<file path="config.mk">
export PLATFORM = sky130hd
export DESIGN_NAME = ll1_table_builder_unit
export DESIGN_NICKNAME = d
export VERILOG_FILES = /design/src/rtl/ll1tb_pkg.sv /design/src/rtl/ll1tb_ram.sv /design/src/rtl/ll1_table_builder_unit.sv
export SDC_FILE = /design/constraint.sdc
export NUM_CORES = 2
export LEC_CHECK = 0
export ABC_AREA = 0
export BUFFER_PORTS_ARGS = -buffer_cell sky130_fd_sc_hd__buf_2
export CORE_MARGIN = 5
export CORE_UTILIZATION = 50
export DETAILED_ROUTE_END_ITERATION = 10
export PLACE_DENSITY = 0.66
export SYNTH_ARGS = -nofsm -noshare
export SYNTH_HDL_FRONTEND = slang
export SYNTH_SLANG_ARGS = --single-unit
</file>
<file path="constraint.sdc">
create_clock -name aclk -period 8.8 [get_ports aclk]
set_input_delay 1.32 -clock aclk [delete_from_list [all_inputs] [get_ports aclk]]
set_output_delay 1.32 -clock aclk [all_outputs]
set_load 0.1 [all_outputs]
</file>
<file path="src/rtl/ll1tb_pkg.sv">
package ll1tb_pkg;

    localparam int NT_MAX     = 8;
    localparam int ALT_MAX    = 4;
    localparam int LEN_MAX    = 8;
    localparam int SYM_DEPTH  = NT_MAX * ALT_MAX * LEN_MAX;
    localparam int SYM_AW     = 8;
    localparam int END_COL    = 8;

    localparam logic [1:0] MODE_CLEAR = 2'd0;
    localparam logic [1:0] MODE_WRITE = 2'd1;
    localparam logic [1:0] MODE_BUILD = 2'd2;

    localparam logic [1:0] REG_START = 2'd0;
    localparam logic [1:0] REG_NTCNT = 2'd1;
    localparam logic [1:0] REG_TCNT  = 2'd2;

    typedef struct packed {
        logic [1:0] mode;
        logic [2:0] head;
        logic [1:0] alternative;
        logic [2:0] position;
        logic       symbol_is_nonterminal;
        logic [2:0] symbol_index;
        logic [3:0] alternative_length;
    } in_item_t;

    typedef struct packed {
        logic [2:0]  row_nonterminal;
        logic [7:0]  first_bits;
        logic        is_nullable;
        logic [8:0]  follow_bits;
        logic [8:0]  table_valid_bits;
        logic [17:0] table_alternatives;
        logic        has_conflict;
        logic        last_row;
    } out_item_t;

    typedef enum logic [5:0] {
        ST_IDLE = 6'b000001,
        ST_SLOT = 6'b000010,
        ST_RD   = 6'b000100,
        ST_EV   = 6'b001000,
        ST_FIN  = 6'b010000,
        ST_ROW  = 6'b100000
    } state_t;

    typedef enum logic [2:0] {
        PH_FIRST  = 3'b001,
        PH_FOLLOW = 3'b010,
        PH_TABLE  = 3'b100
    } phase_t;

    function automatic logic [3:0] clamp_count(input logic [3:0] v);
        if (v == 4'd0) begin
            return 4'd1;
        end else if (v > 4'd8) begin
            return 4'd8;
        end
        return v;
    endfunction

endpackage

</file>
<file path="src/rtl/ll1tb_ram.sv">
module ll1tb_ram #(
    parameter int WIDTH = 4,
    parameter int DEPTH = 256
) (
    input  logic                     aclk,
    input  logic                     we,
    input  logic [$clog2(DEPTH)-1:0] waddr,
    input  logic [WIDTH-1:0]         wdata,
    input  logic [$clog2(DEPTH)-1:0] raddr,
    output logic [WIDTH-1:0]         rdata
);

    logic [WIDTH-1:0] mem [DEPTH];

    always_ff @(posedge aclk) begin
        if (we) begin
            mem[waddr] <= wdata;
        end
        rdata <= mem[raddr];
    end

endmodule

</file>
<file path="src/rtl/ll1_table_builder_unit.sv">
// Clear and symbol-write beats are taken while idle and may arrive back to back.
// A build beat runs FIRST/nullable sweeps, then FOLLOW sweeps, each repeated until a sweep
// changes nothing, then one table pass. For a present alternative slot each rule symbol is
// read from the symbol RAM and evaluated (the FIRST and table passes stop at a non-nullable
// one and end with a finish step). One row per nonterminal follows, as m_ready allows.
// Reset (aresetn low, synchronous) resets control and config (start 0, counts 1), clears the rule flags and lengths.
module ll1_table_builder_unit (
    input  logic                 aclk,
    input  logic                 aresetn,
    input  logic                 s_valid,
    output logic                 s_ready,
    input  ll1tb_pkg::in_item_t  s_data,
    output logic                 m_valid,
    input  logic                 m_ready,
    output ll1tb_pkg::out_item_t m_data,
    input  logic                 cfg_valid,
    output logic                 cfg_ready,
    input  logic [1:0]           cfg_index,
    input  logic [3:0]           cfg_data
);

    ll1tb_pkg::state_t state_reg, state_next;
    ll1tb_pkg::phase_t phase_reg, phase_next;

    logic [2:0]  start_reg;
    logic [3:0]  ntcnt_reg, tcnt_reg;
    logic [31:0] present_reg, present_next;
    logic [3:0]  len_reg [32];
    logic [3:0]  len_next [32];
    logic [7:0]  first_reg [8];
    logic [7:0]  first_next [8];
    logic [7:0]  nullable_reg, nullable_next;
    logic [8:0]  follow_reg [8];
    logic [8:0]  follow_next [8];

    logic [2:0]  h_reg, h_next;
    logic [1:0]  a_reg, a_next;
    logic [2:0]  p_reg, p_next;
    logic [7:0]  acc_reg, acc_next;
    logic        nul_reg, nul_next;
    logic        changed_reg, changed_next;
    logic [8:0]  vbits_reg, vbits_next;
    logic [17:0] alts_reg, alts_next;
    logic        conflict_reg, conflict_next;

    logic                 m_valid_reg, m_valid_next;
    ll1tb_pkg::out_item_t m_data_reg, m_data_next;

    logic [3:0] nc, tc;
    logic [4:0] slot;
    logic [3:0] cur_len;
    logic       s_fire;
    logic       ram_we;
    logic [7:0] ram_waddr, ram_raddr;
    logic [3:0] ram_wdata, sym;
    logic       sym_nt;
    logic [2:0] sym_idx;
    logic       nt_ok, t_ok;
    logic       last_h;
    logic       adv;
    logic [8:0] cols, fadd;

    assign nc      = ll1tb_pkg::clamp_count(ntcnt_reg);
    assign tc      = ll1tb_pkg::clamp_count(tcnt_reg);
    assign slot    = {h_reg, a_reg};
    assign cur_len = len_reg[slot];
    assign s_ready = (state_reg == ll1tb_pkg::ST_IDLE);
    assign s_fire  = s_valid && s_ready;
    assign cfg_ready = 1'b1;
    assign m_valid = m_valid_reg;
    assign m_data  = m_data_reg;

    assign ram_we    = s_fire && (s_data.mode == ll1tb_pkg::MODE_WRITE);
    assign ram_waddr = {s_data.head, s_data.alternative, s_data.position};
    assign ram_wdata = {s_data.symbol_is_nonterminal, s_data.symbol_index};
    assign ram_raddr = {h_reg, a_reg, p_reg};

    ll1tb_ram #(.WIDTH(4), .DEPTH(ll1tb_pkg::SYM_DEPTH)) u_sym_ram (
        .aclk  (aclk),
        .we    (ram_we),
        .waddr (ram_waddr),
        .wdata (ram_wdata),
        .raddr (ram_raddr),
        .rdata (sym)
    );

    assign sym_nt  = sym[3];
    assign sym_idx = sym[2:0];
    assign nt_ok   = ({1'b0, sym_idx} < nc);
    assign t_ok    = ({1'b0, sym_idx} < tc);
    assign last_h  = (({1'b0, h_reg} + 4'd1) == nc);
    assign cols    = {1'b0, acc_reg} | (nul_reg ? follow_reg[h_reg] : 9'd0);
    assign fadd    = {1'b0, acc_reg} | (nul_reg ? follow_reg[h_reg] : 9'd0);

    always_comb begin
        state_next    = state_reg;
        phase_next    = phase_reg;
        present_next  = present_reg;
        len_next      = len_reg;
        first_next    = first_reg;
        nullable_next = nullable_reg;
        follow_next   = follow_reg;
        h_next        = h_reg;
        a_next        = a_reg;
        p_next        = p_reg;
        acc_next      = acc_reg;
        nul_next      = nul_reg;
        changed_next  = changed_reg;
        vbits_next    = vbits_reg;
        alts_next     = alts_reg;
        conflict_next = conflict_reg;
        m_valid_next  = m_valid_reg && !m_ready;
        m_data_next   = m_data_reg;
        adv           = 1'b0;

        case (state_reg)
            ll1tb_pkg::ST_IDLE: begin
                if (s_fire) begin
                    case (s_data.mode)
                        ll1tb_pkg::MODE_CLEAR: begin
                            present_next = '0;
                            for (int i = 0; i < 32; i++) begin
                                len_next[i] = 4'd0;
                            end
                        end
                        ll1tb_pkg::MODE_WRITE: begin
                            present_next[{s_data.head, s_data.alternative}] = 1'b1;
                            len_next[{s_data.head, s_data.alternative}] =
                                (s_data.alternative_length > 4'd8) ? 4'd8
                                                                   : s_data.alternative_length;
                        end
                        ll1tb_pkg::MODE_BUILD: begin
                            for (int i = 0; i < 8; i++) begin
                                first_next[i]  = 8'd0;
                                follow_next[i] = 9'd0;
                            end
                            nullable_next = 8'd0;
                            phase_next    = ll1tb_pkg::PH_FIRST;
                            h_next        = 3'd0;
                            a_next        = 2'd0;
                            changed_next  = 1'b0;
                            state_next    = ll1tb_pkg::ST_SLOT;
                        end
                        default: begin
                        end
                    endcase
                end
            end
            ll1tb_pkg::ST_SLOT: begin
                acc_next = 8'd0;
                nul_next = 1'b1;
                if (!present_reg[slot]) begin
                    adv = 1'b1;
                end else if (phase_reg == ll1tb_pkg::PH_FOLLOW) begin
                    if (cur_len == 4'd0) begin
                        adv = 1'b1;
                    end else begin
                        p_next     = 3'(cur_len - 4'd1);
                        state_next = ll1tb_pkg::ST_RD;
                    end
                end else begin
                    p_next     = 3'd0;
                    state_next = (cur_len == 4'd0) ? ll1tb_pkg::ST_FIN : ll1tb_pkg::ST_RD;
                end
            end
            ll1tb_pkg::ST_RD: begin
                state_next = ll1tb_pkg::ST_EV;
            end
            ll1tb_pkg::ST_EV: begin
                if (phase_reg == ll1tb_pkg::PH_FOLLOW) begin
                    // walk right to left, acc/nul hold FIRST and nullability of the suffix
                    if (sym_nt && nt_ok) begin
                        if ((follow_reg[sym_idx] | fadd) != follow_reg[sym_idx]) begin
                            changed_next = 1'b1;
                        end
                        follow_next[sym_idx] = follow_reg[sym_idx] | fadd;
                        acc_next = first_reg[sym_idx] | (nullable_reg[sym_idx] ? acc_reg : 8'd0);
                        nul_next = nullable_reg[sym_idx] && nul_reg;
                    end else if (sym_nt) begin
                        acc_next = 8'd0;
                        nul_next = 1'b0;
                    end else begin
                        acc_next = t_ok ? (8'd1 << sym_idx) : 8'd0;
                        nul_next = 1'b0;
                    end
                    if (p_reg == 3'd0) begin
                        adv = 1'b1;
                    end else begin
                        p_next     = p_reg - 3'd1;
                        state_next = ll1tb_pkg::ST_RD;
                    end
                end else begin
                    state_next = ll1tb_pkg::ST_FIN;
                    if (sym_nt && nt_ok) begin
                        acc_next = acc_reg | first_reg[sym_idx];
                        if (!nullable_reg[sym_idx]) begin
                            nul_next = 1'b0;
                        end else if ({1'b0, p_reg} != cur_len - 4'd1) begin
                            p_next     = p_reg + 3'd1;
                            state_next = ll1tb_pkg::ST_RD;
                        end
                    end else if (sym_nt) begin
                        nul_next = 1'b0;
                    end else begin
                        acc_next = acc_reg | (t_ok ? (8'd1 << sym_idx) : 8'd0);
                        nul_next = 1'b0;
                    end
                end
            end
            ll1tb_pkg::ST_FIN: begin
                adv = 1'b1;
                if (phase_reg == ll1tb_pkg::PH_FIRST) begin
                    if (((first_reg[h_reg] | acc_reg) != first_reg[h_reg]) ||
                        (nul_reg && !nullable_reg[h_reg])) begin
                        changed_next = 1'b1;
                    end
                    first_next[h_reg] = first_reg[h_reg] | acc_reg;
                    if (nul_reg) begin
                        nullable_next[h_reg] = 1'b1;
                    end
                end else begin
                    for (int c = 0; c <= ll1tb_pkg::END_COL; c++) begin
                        if (cols[c]) begin
                            if (vbits_reg[c]) begin
                                conflict_next = 1'b1;
                            end else begin
                                vbits_next[c]       = 1'b1;
                                alts_next[2*c +: 2] = a_reg;
                            end
                        end
                    end
                end
            end
            ll1tb_pkg::ST_ROW: begin
                if (!m_valid_reg || m_ready) begin
                    m_valid_next = 1'b1;
                    m_data_next.row_nonterminal    = h_reg;
                    m_data_next.first_bits         = first_reg[h_reg];
                    m_data_next.is_nullable        = nullable_reg[h_reg];
                    m_data_next.follow_bits        = follow_reg[h_reg];
                    m_data_next.table_valid_bits   = vbits_reg;
                    m_data_next.table_alternatives = alts_reg;
                    m_data_next.has_conflict       = conflict_reg;
                    m_data_next.last_row           = last_h;
                    vbits_next    = 9'd0;
                    alts_next     = 18'd0;
                    conflict_next = 1'b0;
                    a_next        = 2'd0;
                    if (last_h) begin
                        state_next = ll1tb_pkg::ST_IDLE;
                    end else begin
                        h_next     = h_reg + 3'd1;
                        state_next = ll1tb_pkg::ST_SLOT;
                    end
                end
            end
            default: begin
                state_next = ll1tb_pkg::ST_IDLE;
            end
        endcase

        if (adv) begin
            state_next = ll1tb_pkg::ST_SLOT;
            if (a_reg != 2'd3) begin
                a_next = a_reg + 2'd1;
            end else if (phase_reg == ll1tb_pkg::PH_TABLE) begin
                state_next = ll1tb_pkg::ST_ROW;
            end else if (!last_h) begin
                a_next = 2'd0;
                h_next = h_reg + 3'd1;
            end else begin
                // end of a sweep: repeat it, or move on to the next phase
                a_next = 2'd0;
                h_next = 3'd0;
                if (changed_next) begin
                    phase_next = phase_reg;
                end else if (phase_reg == ll1tb_pkg::PH_FIRST) begin
                    phase_next = ll1tb_pkg::PH_FOLLOW;
                    if ({1'b0, start_reg} < nc) begin
                        follow_next[start_reg][ll1tb_pkg::END_COL] = 1'b1;
                    end
                end else begin
                    phase_next    = ll1tb_pkg::PH_TABLE;
                    vbits_next    = 9'd0;
                    alts_next     = 18'd0;
                    conflict_next = 1'b0;
                end
                changed_next = 1'b0;
            end
        end
    end

    always_ff @(posedge aclk) begin
        if (!aresetn) begin
            state_reg    <= ll1tb_pkg::ST_IDLE;
            phase_reg    <= ll1tb_pkg::PH_FIRST;
            start_reg    <= 3'd0;
            ntcnt_reg    <= 4'd1;
            tcnt_reg     <= 4'd1;
            present_reg  <= '0;
            m_valid_reg  <= 1'b0;
            changed_reg  <= 1'b0;
            nullable_reg <= 8'd0;
            for (int i = 0; i < 32; i++) begin
                len_reg[i] <= 4'd0;
            end
            for (int i = 0; i < 8; i++) begin
                first_reg[i]  <= 8'd0;
                follow_reg[i] <= 9'd0;
            end
        end else begin
            state_reg    <= state_next;
            phase_reg    <= phase_next;
            present_reg  <= present_next;
            len_reg      <= len_next;
            first_reg    <= first_next;
            nullable_reg <= nullable_next;
            follow_reg   <= follow_next;
            changed_reg  <= changed_next;
            m_valid_reg  <= m_valid_next;
            if (cfg_valid) begin
                case (cfg_index)
                    ll1tb_pkg::REG_START: start_reg <= cfg_data[2:0];
                    ll1tb_pkg::REG_NTCNT: ntcnt_reg <= cfg_data;
                    ll1tb_pkg::REG_TCNT:  tcnt_reg  <= cfg_data;
                    default: begin
                    end
                endcase
            end
        end
    end

    always_ff @(posedge aclk) begin
        h_reg        <= h_next;
        a_reg        <= a_next;
        p_reg        <= p_next;
        acc_reg      <= acc_next;
        nul_reg      <= nul_next;
        vbits_reg    <= vbits_next;
        alts_reg     <= alts_next;
        conflict_reg <= conflict_next;
        m_data_reg   <= m_data_next;
    end

endmodule
</file>
==> Yosys cells after proc, flatten, opt, wreduce, memory -nomap -nowiden <==
Memory sizes are Yosys's and may differ from the RTL's. A register that Yosys moved wholly into a read port is not among the register bits.
Index checks and enable logic that the tools add are counted.
{ "totals": {"ram_bits": 1024, "memories": 1, "in_bits": 29, "output_inout_bits": 53, "elab_cells": 428, "reg_bits": 421} }
{ "op_classes": {"magnitude_cmp": 21, "add_sub_neg": 6, "muxes": 237, "n_shift": 1, "bitwise": 14, "n_eq_ne": 38, "reduce_logical": 37} }
{ "memory_table": {"columns": ["memory", "words", "width", "read_ports", "rd_clocked_by_memory_dff", "write_ports", "line", "text"], "rows": [
  ["u_sym_ram.mem", 256, 4, 1, 1, 1, "ll1tb_ram.sv:13", "logic [WIDTH-1:0] mem [DEPTH];"]
]} }
{ "op_table": {"columns": ["operator", "count"], "rows": [
  ["two-way mux 72 bit", 11],
  ["case mux 128 bit (2 select lines)", 1],
  ["two-way mux 64 bit", 3],
  ["two-way mux 18 bit", 8],
  ["case mux 72 bit (2 select lines)", 1],
  ["two-way mux 9 bit", 15],
  ["bitwise mux 128 bit", 1],
  ["two-way mux 8 bit", 16],
  ["case mux 64 bit (2 select lines)", 1],
  ["two-way mux 1 bit", 76],
  ["two-way mux 3 bit", 25],
  ["bitwise mux 72 bit", 1],
  ["OR 72 bit", 1],
  ["two-way mux 6 bit", 11],
  ["bitwise mux 64 bit", 1],
  ["case mux 32 bit (2 select lines)", 1],
  ["binary-select mux 9 bit (select 3 bit)", 2],
  ["demux 9 bit (select 3 bit)", 2],
  ["two-way mux 2 bit", 25],
  ["binary-select mux 8 bit (select 3 bit)", 2],
  ["two-way mux 4 bit", 10],
  ["OR 8 bit", 5],
  ["case mux 18 bit (2 select lines)", 1],
  ["case mux 6 bit (6 select lines)", 1],
  ["68 further kinds", 133]
]} }

==> Longest topological paths before layout <==
{ "logic_depth": {"depth_word": 39, "depth_mapped": 19, "depth_no_buf": 10} }

==> By module <==
From an unflattened synthesis, not the netlist that was laid out.
{ "hier_totals": {"cells_unflattened": 4332, "hier_area_um2": 60988.5} }
{ "modules_own_cells": {"columns": ["mod", "instances", "area_each_um2", "seq_area_each_um2", "cells_per_inst"], "rows": [
  ["ll1tb_ram", 1, 40675.3, 30829.6, 2051],
  ["ll1_table_builder_unit", 1, 20313.2, 9048.7, 2281]
]} }

==> Worst setup path before layout <==
No wires, ideal clock.
{ "synth_path": {"kind": "register to register", "start": "register a_reg[0]", "end": "register p_reg[0] (enable)", "period_less_slack_ns": 3.922, "path_buffers": 5, "setup_time_ns": 0.345, "arrival_ns": 3.578, "required_ns": 8.455, "path_slack_ns": 4.878, "path_stages_with_launch": 14, "cell_sequence": "dfxtp_1 clkbuf_1 buf_2 buf_2 buf_4 buf_2 mux4_2 a22oi_1 o211a_1 ha_1 xnor3_1 a21oi_1 nor4_1 nor3_1"} }
{ "synth_between": {"elab_chain_len": 8, "elab_cells_between_ends": 13, "cone_classes": "add/sub (1); eq/ne (4); mux (5); bitwise (1); reduce/logical (2)"} }
{ "synth_rtl": {"columns": ["item", "line", "text"], "rows": [
  ["start, declared", "ll1_table_builder_unit.sv:37", "logic [1:0] a_reg, a_next;"],
  ["start signal, assigned", "ll1_table_builder_unit.sv:335", "a_reg <= a_next;"],
  ["inverter 5 -> 6 bit (not written as such)", "ll1_table_builder_unit.sv:66", "assign cur_len = len_reg[slot];"],
  ["binary-select mux 4 bit (select 5 bit)", "ll1_table_builder_unit.sv:66", null],
  ["two-way mux 4 bit (not written as such) (2 in a row)", "ll1_table_builder_unit.sv:66", null],
  ["subtractor 4 x 1 -> 4 bit", "ll1_table_builder_unit.sv:198", "end else if ({1'b0, p_reg} != cur_len - 4'd1) begin"],
  ["!= test 3 x 4 -> 1 bit", "ll1_table_builder_unit.sv:198", null],
  ["!= test 3 bit (no line)", null, null],
  ["AND reduction 7 bit (no line) *", null, null],
  ["end signal, assigned", "ll1_table_builder_unit.sv:336", "p_reg <= p_next;"],
  ["end, declared", "ll1_table_builder_unit.sv:38", "logic [2:0] p_reg, p_next;"]
]} }
Mark *: on every way between the ends. The rest lies on a longest branch, timed or not. The select of a mux whose other input is x is not followed.
A chain may end at the register's enable or synchronous reset.

==> run_results.csv <==
group,metric,value,unit
yosys,ys.flop_type,"edfxtp_1",
worst_hold_path,worstHoldPathType,"reg2reg",
clock_network,clk_latency,0.81,ns
detailed_routing,antenna_left,0,
clock_network,hold_buffers,0,
yosys,ys_types,75,
yosys,ys_warn_count,0,
final_layout,largest_reg_flops,1024,
detailed_routing,totalWireLength,162.7,mm
floorplan,io_pins,82,
power,peakVddDrop,203.1,uV
yosys,synth.ff_latch_count,1449,
worst_setup_path,start_kind,"flop",
floorplan,coreArea,121400,um2
detailed_routing,first_iter_violations,4722,
sta,max-slew-margin-rel,13.15,%
detailed_routing,first_pass_iters,5,
yosys,syn_nets,4415,
yosys,ys_seq_area_share,65.51,%
clock_network,numCtsBuffers,150,
floorplan,die_h,358.9,um
worst_setup_path,cp.arrival,5.66,ns
clock_network,post_cts_buffers,0,
clock_network,htree_levels,4,
worst_setup_path,critical_path.startpoint,"p_reg[2]$_DFFE_PP_",
clock_network,cts_sinks,1449,
sta,finalHoldViolations,0,
worst_setup_path,cp_max_fo,49,
detailed_routing,wire_per_inst,26.55,um
detailed_routing,via_per_inst,6.297,
clock_network,clockRootBuffer,"clkbuf_16",
yosys,netlist_instances,4375,
final_layout,finalNetCount,4420,
clock_network,cts_tree,"done",
placement,dp_slack,3.921,ns
global_route,grt_max_degree,166,
clock_network,cts_max_path_buffers,3,
sta,tightest_slew,1.293,ns
final_layout,area_growth,11.35,%
global_route,grt_pass1_vias,37690,
global_route,grt-ovfl-total,0,
global_route,antenna_found_initial,3,
detailed_routing,drcViolationCount,0,
placement,routabilityCongestion,0.8494,
sta,period_needed,4.982,ns
clock_network,cts_resized,0,
floorplan,rows,128,
yosys,syn_area_per_cell,13.91,um2
final_layout,fin_cells,6128,
floorplan,dieArea,128800,um2
worst_setup_path,endpoint_kind,"flop",
yosys,synthArstFlopShare,0,%
power,p_leak,22.46,nW
sta,fin_ws,3.818,ns
power,seqPwrFrac,48.4,%
worst_setup_path,cp_cell_sequence,"buf_4 > inv_1 > nand2_4 > buf_4 > buf_4 > o221ai_1 > o22ai_1 > nor3_1 > o21ai_0 > nand4_1 > or3_1",
worst_setup_path,crit_required,9.48,ns
placement,dpl.hpwl,99.06,mm
sta,finalMaxSlewViolations,0,
worst_setup_path,critical_path_class,"reg2reg",
final_layout,drive_gt1_share,13.95,%
worst_setup_path,cp_slowest_cell,"o21ai_0",
power,p_int,11.59,mW
sta,tns,0,ns
floorplan,fp.dieW,358.9,um
placement,numPortBuffers,80,
sta,max_freq,200.7,MHz
power,p_sw,3.796,mW
sta,rsz0062_at_grt,"no",
sta,whs,0.4317,ns
clock_network,path_clk_slew,0.06,ns
sta,setup_violations,0,
sta,worst_clock_skew,0.03772,ns
floorplan,initial_core_util,50.14,%
outcome,status,"completed",
power,switching_share,24.67,%
run,cap_violations,0,
power,p_comb_share,9.9,%
placement,dp_cells,5853,
power,pwr-share-clk,41.8,%
global_route,grt_use_total,24.60,%
final_layout,n_fill_cell,9829,
power,p_per_area,227.0,nW/um2
worst_setup_path,r2r_start,"p_reg[2]$_DFFE_PP_",
worst_setup_path,crit_top_cell,"buf_4",
global_route,grt_first_pass_wirelength,242.8,mm
worst_hold_path,min_from,"conflict_reg$_DFF_P_",
detailed_routing,vias,38590,
yosys,synth_area,60870,um2
sta,post-route-period-util,56.61,%
worst_setup_path,cp_slowest_stage_delay,0.85,ns
yosys,synth_edf_count,1086,
power,total_power,15.39,mW
[cell families after synthesis]
logic type / after synthesis / share of synthesized area, %
AO/OA/AOI/OAI: 857 / 9.422
XOR/XNOR: 11 / 0.1809
adder cells (fa/ha/maj): 11 / 0.2384
buffers and inverters: 357 / 2.345
flip-flops: 1449 / 65.51
multiplexers: 541 / 12.91
other: 1 / 0.006160
AND/OR/NAND/NOR: 1148 / 9.383
[cells in the final DEF, fill, tap and decap left out, types with 75 or more instances in the layout]
| master | instances |
|---|---|
| nand3_1 | 154 |
| nor2_1 | 355 |
| a22oi_1 | 163 |
| o21ai_0 | 193 |
| a21oi_1 | 154 |
| o221ai_1 | 144 |
| nor2b_1 | 158 |
| mux4_2 | 193 |
| nand2_1 | 139 |
| nor3_1 | 96 |
| o22ai_1 | 76 |
| clkbuf_16 | 153 |
| dfxtp_1 | 355 |
| mux2i_1 | 323 |
| edfxtp_1 | 1086 |
| buf_2 | 75 |
| and2_1 | 138 |
[synthesized netlist by cell type, drive strengths merged (8+ instances only)]
cell	count	area [um2]
nand2	141	529.3
nor2b	158	988.5
nand3	154	770.7
nor2	355	1333
a21boi	8	60.06
and2	139	869.6
mux2i	323	3233
a22oi	163	1224
o21ai	202	1011
nor3	98	490.5
mux2	25	281.5
ha	10	125.1
nor3b	19	142.6
dfxtp	363	7267
nand2b	23	143.9
inv	56	210.2
nand3b	10	75.07
edfxtp	1086	32610
a221oi	32	280.3
o221ai	144	1261
a21oi	154	770.7
mux4	193	4347
clkbuf	220	829.5
o22ai	76	475.5
buf	80	384.1
[power by group through the flow]
stage / Combinational (mW) / Clock (mW) / Sequential (mW)
2_1_floorplan: 1.06 / 0 / 7.51
3_3_place_gp: 1.48 / 0 / 7.58
3_5_place_dp: 1.50 / 0 / 7.59
4_1_cts: 1.50 / 6.51 / 7.44
5_1_grt: 1.61 / 6.81 / 7.44
6_report: 1.52 / 6.43 / 7.44
[critical path: cells and delay by family, from the launching register on]
kind            cells  cell delay (ns)
flops               1             0.38
buf+inv             4             1.85
compound gates      3             1.35
simple gates        4             1.16
[path summary, 6_finish.rpt]
kind | to | slack [ns] | cells past startpoint
hold reg to reg | m_data[1]$_DFFE_PP_ | 0.43 | 0
setup reg to reg | u_sym_ram.rdata[3]$_DFF_P_ | 3.82 | 11
setup / recovery | u_sym_ram.rdata[3]$_DFF_P_ | 3.82 | 11
hold / removal | m_data[1]$_DFFE_PP_ | 0.43 | 0
[stage by stage]
step / utilization, % / instance area [um2]
after global placement: 51.73 / 62790
after floorplan: - / 60870
after global routing: 55.83 / 67780
final: 55.84 / 67780
after CTS: 55.83 / 67780
after detailed placement: 51.73 / 62800
[metal layers]
| layer | wire length, um | up-vias | track usage, % |
|---|---|---|---|
| li1 | - | 16980 | - |
| met1 | 67390 | 19470 | 34.99 |
| met2 | 76700 | 1858 | 38.86 |
| met3 | 13760 | 286 | 4.258 |
| met4 | 4837 | 0 | 8.153 |
| met5 | 0 | - | 0 |
[area by class of cell]
cell class | instances | area (um2) | share of cell area, %
Antenna cell | 2 | 5.005 | 0.007383
Tap cell | 1625 | 2033 | 3.000
Sequential cell | 1449 | 39890 | 58.85
Clock inverter | 75 | 832.0 | 1.228
Inverter | 57 | 214.0 | 0.3156
Timing Repair Buffer | 153 | 1027 | 1.515
Multi-Input combinational cell | 2569 | 19630 | 28.96
Clock buffer | 198 | 4148 | 6.119
(Power assumes the default switching activity.)
